**src/rtl/sit_pkg.sv**
```systemverilog
package sit_pkg;

   localparam int ACC_W = 66;
   localparam logic [2:0] LAST_ROW = 3'd5;
   localparam int ROT_SH = 30;
   localparam int FIX_SH = 16;

   localparam logic [2:0] CSR_IXX  = 3'd0;
   localparam logic [2:0] CSR_IYY  = 3'd1;
   localparam logic [2:0] CSR_IZZ  = 3'd2;
   localparam logic [2:0] CSR_IXY  = 3'd3;
   localparam logic [2:0] CSR_IXZ  = 3'd4;
   localparam logic [2:0] CSR_IYZ  = 3'd5;
   localparam logic [2:0] CSR_MASS = 3'd6;

   localparam logic signed [ACC_W-1:0] SAT_HI = ACC_W'(64'sh7fff_ffff);
   localparam logic signed [ACC_W-1:0] SAT_LO = -SAT_HI - ACC_W'(1);

   typedef logic signed [31:0] word_type;
   typedef logic signed [63:0] prod_type;
   typedef logic signed [ACC_W-1:0] acc_type;

   function automatic acc_type ext(input prod_type p);
      return {{(ACC_W-64){p[63]}}, p};
   endfunction

   function automatic acc_type rnd(input acc_type x, input int unsigned sh);
      acc_type half;
      half = '0;
      half[sh-1] = 1'b1;
      return (x + half) >>> sh;
   endfunction

   function automatic word_type sat32(input acc_type x);
      word_type r;
      if (x > SAT_HI) begin
         r = 32'sh7fff_ffff;
      end else if (x < SAT_LO) begin
         r = 32'sh8000_0000;
      end else begin
         r = x[31:0];
      end
      return r;
   endfunction

endpackage

```
**src/rtl/sit_rows.sv**
```systemverilog
module sit_rows (
   input  logic                  clock,
   input  logic                  reset,
   input  logic                  load_valid,
   output logic                  load_ready,
   input  sit_pkg::word_type     tl [3][3],
   input  sit_pkg::word_type     ms [3][3],
   input  logic [30:0]           mass,
   output logic                  rsp_valid,
   input  logic                  rsp_ready,
   output logic [2:0]            rsp_row_index,
   output logic signed [31:0]    rsp_col_0,
   output logic signed [31:0]    rsp_col_1,
   output logic signed [31:0]    rsp_col_2,
   output logic signed [31:0]    rsp_col_3,
   output logic signed [31:0]    rsp_col_4,
   output logic signed [31:0]    rsp_col_5,
   output logic                  rsp_last_row
);

   sit_pkg::word_type tl_ff [3][3];
   sit_pkg::word_type ms_ff [3][3];
   logic [30:0] mass_ff;
   logic        valid_ff, valid_in;
   logic [2:0]  row_ff, row_in;
   logic        last;
   logic [1:0]  k;
   sit_pkg::word_type mw;

   assign last       = (row_ff == sit_pkg::LAST_ROW);
   assign load_ready = !valid_ff || (rsp_ready && last);
   assign rsp_valid  = valid_ff;
   assign rsp_row_index = row_ff;
   assign rsp_last_row  = last;
   assign mw = {1'b0, mass_ff};

   always_comb begin
      valid_in = valid_ff;
      row_in   = row_ff;
      if (load_valid && load_ready) begin
         valid_in = 1'b1;
         row_in   = 3'd0;
      end else if (valid_ff && rsp_ready) begin
         if (last) begin
            valid_in = 1'b0;
         end else begin
            row_in = row_ff + 3'd1;
         end
      end
   end

   always_ff @(posedge clock) begin
      if (reset) begin
         valid_ff <= 1'b0;
         row_ff   <= 3'd0;
      end else begin
         valid_ff <= valid_in;
         row_ff   <= row_in;
      end
   end

   always_ff @(posedge clock) begin
      if (load_valid && load_ready) begin
         tl_ff   <= tl;
         ms_ff   <= ms;
         mass_ff <= mass;
      end
   end

   always_comb begin
      if (row_ff < 3'd3) begin
         k = row_ff[1:0];
         rsp_col_0 = tl_ff[k][0];
         rsp_col_1 = tl_ff[k][1];
         rsp_col_2 = tl_ff[k][2];
         rsp_col_3 = ms_ff[k][0];
         rsp_col_4 = ms_ff[k][1];
         rsp_col_5 = ms_ff[k][2];
      end else begin
         k = 2'(row_ff - 3'd3);
         rsp_col_0 = ms_ff[0][k];
         rsp_col_1 = ms_ff[1][k];
         rsp_col_2 = ms_ff[2][k];
         rsp_col_3 = (k == 2'd0) ? mw : '0;
         rsp_col_4 = (k == 2'd1) ? mw : '0;
         rsp_col_5 = (k == 2'd2) ? mw : '0;
      end
   end

endmodule

```
**config.mk**
```make
export PLATFORM = sky130hd
export DESIGN_NAME = sit_rows
export DESIGN_NICKNAME = d
export VERILOG_FILES = /design/src/rtl/sit_pkg.sv /design/src/rtl/sit_rows.sv
export SDC_FILE = /design/constraint.sdc
export NUM_CORES = 1
export LEC_CHECK = 0
export BUFFER_PORTS_ARGS = -buffer_cell sky130_fd_sc_hd__buf_2
export CAP_MARGIN = 20
export CORE_AREA = 4 4 313 315
export DETAILED_ROUTE_END_ITERATION = 7
export DIE_AREA = 0 0 317 319
export GPL_TIMING_DRIVEN = 0
export MAX_ROUTING_LAYER = met4
export PLACE_DENSITY_LB_ADDON = 0.25
export SLEW_MARGIN = 20
export SYNTH_ARGS = -nofsm -noshare
export SYNTH_HDL_FRONTEND = slang
export SYNTH_SLANG_ARGS = --single-unit
```
**constraint.sdc**
```tcl
create_clock -name clock -period 25.5 [get_ports clock]
set_input_delay 7.65 -clock clock [delete_from_list [all_inputs] [get_ports clock]]
set_output_delay 7.65 -clock clock [all_outputs]
set_load 0.05 [all_outputs]
```
==> flow_summary.json <==
{
  "status": "completed",
  "netlist.top_cell.by_area": "sky130_fd_sc_hd__edfxtp_1",
  "synth_fa_ha_area_frac": 0.00187,
  "synth_top_area_frac": 0.682,
  "finalWorstSetupSlack_ns": 9.42,
  "asyncSetResetFlopFracSynth": 0,
  "cts_max_path_buffers": 3,
  "synth-main-ff-cell": "sky130_fd_sc_hd__edfxtp_1",
  "critical_path_peak_fanout": 5,
  "hold_viol_final": 0,
  "worst_slew_margin_rel": 0.221,
  "finClkSkew_ns": 0.0182,
  "min_period_over_period": 0.630,
  "drt-vias-per-instance": 5.16,
  "comb_power_share": 0.129,
  "drtPass1Iterations": 5,
  "synth_seq_cells": 611,
  "critPathLaunch": "rsp_ready",
  "detail_route.drc_violations": 0,
  "synth_compound_gate_area_share": 0.116,
  "post_cts_buffers": 0,
  "synth_mux_area_frac": 0.115,
  "maxClockFrequency_mhz": 62.2,
  "ff2ff_path_depth": 14,
  "overflow": 0,
  "postRouteWirelength_mm": 135,
  "p_clk_frac": 0.408,
  "grt_pass1_vias": 21600,
  "total_global_routing_track_utilization": 0.264,
  "floorplan.initialDensity": 0.282,
  "yosys.cell_types.count": 33,
  "pin_count_of_the_biggest_net_entering_global_routing": 66,
  "critical_path.endpoint": "load_ready",
  "io-pin-count": 809,
  "die_height_um": 319,
  "timing.rr.start": "rsp_row_index[1]$_SDFFE_PP0P_",
  "dp_cells": 3832,
  "post_synth_inst_count": 1739,
  "dr_vias": 20600,
  "clk-insertion-delay-late_ns": 0.66,
  "initial_antenna_violation_count": 40,
  "cts_buffers": 75,
  "intPower_w": 0.00190,
  "detailedPlace.worstSlack_ns": 9.42,
  "combinational_family_with_the_most_area_after_synthesis": "compound AO/OA/AOI/OAI gates",
  "p_seq_frac": 0.463,
  "die_area_um2": 101000,
  "peakVddDrop_mv": 0.0502,
  "netlist_top_cells_count": "607 x sky130_fd_sc_hd__edfxtp_1, 190 x sky130_fd_sc_hd__a221oi_1, 189 x sky130_fd_sc_hd__mux2i_1",
  "cts.hold.buffers_added": 0,
  "final_max_slew_viol_count": 0,
  "fp.dieW_um": 317,
  "report.power.total_w": 0.00259,
  "synth_warnings": 0,
  "synthSimpleGateAreaFrac": 0.0513,
  "timing_worst_slew_pin_value_ns": 1.17,
  "synth.area.top_cells": "sky130_fd_sc_hd__edfxtp_1 68%, sky130_fd_sc_hd__mux2i_1 7.1%, sky130_fd_sc_hd__a221oi_1 6.2%",
  "critical_path_source_type": "input pin",
  "post_layout_nonfiller_instances": 3999,
  "area_growth_pct": 31.7,
  "synth_xor_area_frac": 0,
  "switchingPower_w": 0.000694,
  "path_class": "input pin to output port",
  "cts_num_sinks": 611,
  "netlist_area_um2": 26700,
  "cellLeakagePower_nw": 13.6,
  "clk_pin_slew_worst_setup_hold_paths_ns": 0.05,
  "synth.most_common_cell": "sky130_fd_sc_hd__edfxtp_1",
  "place_hpwl_mm": 108,
  "synth-edff-count": 607,
  "worst-r2r-setup-slack_ns": 20.45,
  "gp_congestion": 0.929,
  "clock_tree.root_cell": "sky130_fd_sc_hd__clkbuf_16",
  "synth_sequential_area_ratio": 0.685,
  "post_drt_wl_per_cell_um": 33.7,
  "post_route_cells_drive_above_1_share": 0.423,
  "syn-mean-instance-area_um2": 15.4,
  "cts_tree": "done",
  "worstReg2RegEnd": "tl_ff[204]$_DFFE_PP_",
  "floorplan.rows": 113,
  "nets": 3259,
  "power-per-cell-area_nw_per_um2": 73.7,
  "setup_violations": 0,
  "port_buffers": 808,
  "number_of_h_tree_levels": 3,
  "cts_resized": 0,
  "hold_removal_path_class": "register to register",
  "detailedRoute.firstIterationViolations": 2095,
  "endpoint_kind_of_the_worst_setup_timing_path": "output port",
  "finish.utilization": 0.371,
  "rsz0062_at_grt": "false",
  "required_ns": 17.85,
  "crit_arrival_ns": 8.43,
  "ant_nets": 0,
  "first_pass_grt_wire_length_mm": 177,
  "fin_crit_ns": 16.08,
  "synth.net_count": 2354,
  "placeableCoreArea_um2": 94900,
  "power.share.switching": 0.268,
  "max-cap-violations": 0
}
[power by group through the flow]
| stage | clock [W] | sequential [W] | combinational [W] |
|---|---|---|---|
| 3_5_place_dp | 0 | 0.00122 | 0.000334 |
| 6_report | 0.00106 | 0.00120 | 0.000335 |
| 3_3_place_gp | 0 | 0.00127 | 0.000322 |
| 2_1_floorplan | 0 | 0.00124 | 0.000187 |
| 5_1_grt | 0.00112 | 0.00121 | 0.000349 |
| 4_1_cts | 0.00108 | 0.00120 | 0.000335 |
[worst max-delay path: stages]
cell and delay, ns:
sky130_fd_sc_hd__buf_2 0.13, sky130_fd_sc_hd__nand3_1 0.10, sky130_fd_sc_hd__nand2_1 0.22, sky130_fd_sc_hd__buf_2 0.31
[final cells by class]
type,count,area [um2]
timing repair buffer,828,4400
clock buffer,93,1940
inverter,2,7.51
antenna,34,85.1
sequential,611,18300
tap,1265,1580
fill,9274,59700
clock inverter,40,443
multi-input combinational,978,7600
buffer,148,823
[routing by layer]
layer / track usage / wire, um / vias up
met5: - / 0 / -
met4: 0.0771 / 4330 / 0
met3: 0.0658 / 11000 / 199
met2: 0.428 / 64700 / 1124
met1: 0.326 / 54800 / 10500
li1: - / - / 8826
[cell usage in the layout, fill, tap and decap left out, drive strengths merged]
master,instances
a22oi,3
inv,7
dfxtp,4
nand2,90
nor2,108
nor2b,4
diode,34
or3b,1
edfxtp,607
clkinvlp,2
mux2i,189
a22o,88
bufinv,8
a31oi,1
buf,940
clkinv,25
mux2,99
a221oi,199
a21oi,95
clkbuf,129
a2111oi,1
o21ai,2
nor3b,1
or3,1
nand2b,88
and2,2
ha,4
nand3,2
[logic make-up (layout without fill, tap and decap cells)]
| family | Yosys count | in the layout |
|---|---|---|
| AOI/OAI and AO/OA | 389 | 389 |
| and+or+nand+nor | 297 | 297 |
| other | 0 | 34 |
| muxes | 288 | 288 |
| buffers and inverters | 150 | 1111 |
| adders and majority gates | 4 | 4 |
| DFF | 611 | 611 |
[stage by stage]
stage	hold slack, ns	setup TNS [ns]	area (um2)
5_1_grt	0.644	0	35200
2_1_floorplan	0.774	0	26700
6_report	0.619	0	35200
3_3_place_gp	0.558	-1725.07	32400
3_5_place_dp	0.590	0	32700
4_1_cts	0.599	0	35100
[registers in the layout, summed over array words and instances, names as in the netlist]
signal         count
rsp_row_index      3
mass_ff           31
tl_ff            288
rsp_valid          1
ms_ff            288
[worst min path at each step]
| stage | start | to | slack [ns] | depth (start not counted) |
|---|---|---|---|---|
| 2_1_floorplan | rsp_valid$_SDFFE_PP0P_ | rsp_valid$_SDFFE_PP0P_ | 0.77 | 2 |
| 3_3_place_gp | rsp_valid$_SDFFE_PP0P_ | rsp_valid$_SDFFE_PP0P_ | 0.56 | 2 |
| 3_5_place_dp | rsp_valid$_SDFFE_PP0P_ | rsp_valid$_SDFFE_PP0P_ | 0.59 | 2 |
| 4_1_cts | rsp_valid$_SDFFE_PP0P_ | rsp_valid$_SDFFE_PP0P_ | 0.60 | 2 |
| 5_1_grt | rsp_valid$_SDFFE_PP0P_ | rsp_valid$_SDFFE_PP0P_ | 0.64 | 2 |
| 6_report | rsp_valid$_SDFFE_PP0P_ | rsp_valid$_SDFFE_PP0P_ | 0.62 | 2 |
No activity file was read; power rests on OpenSTA's default activity.
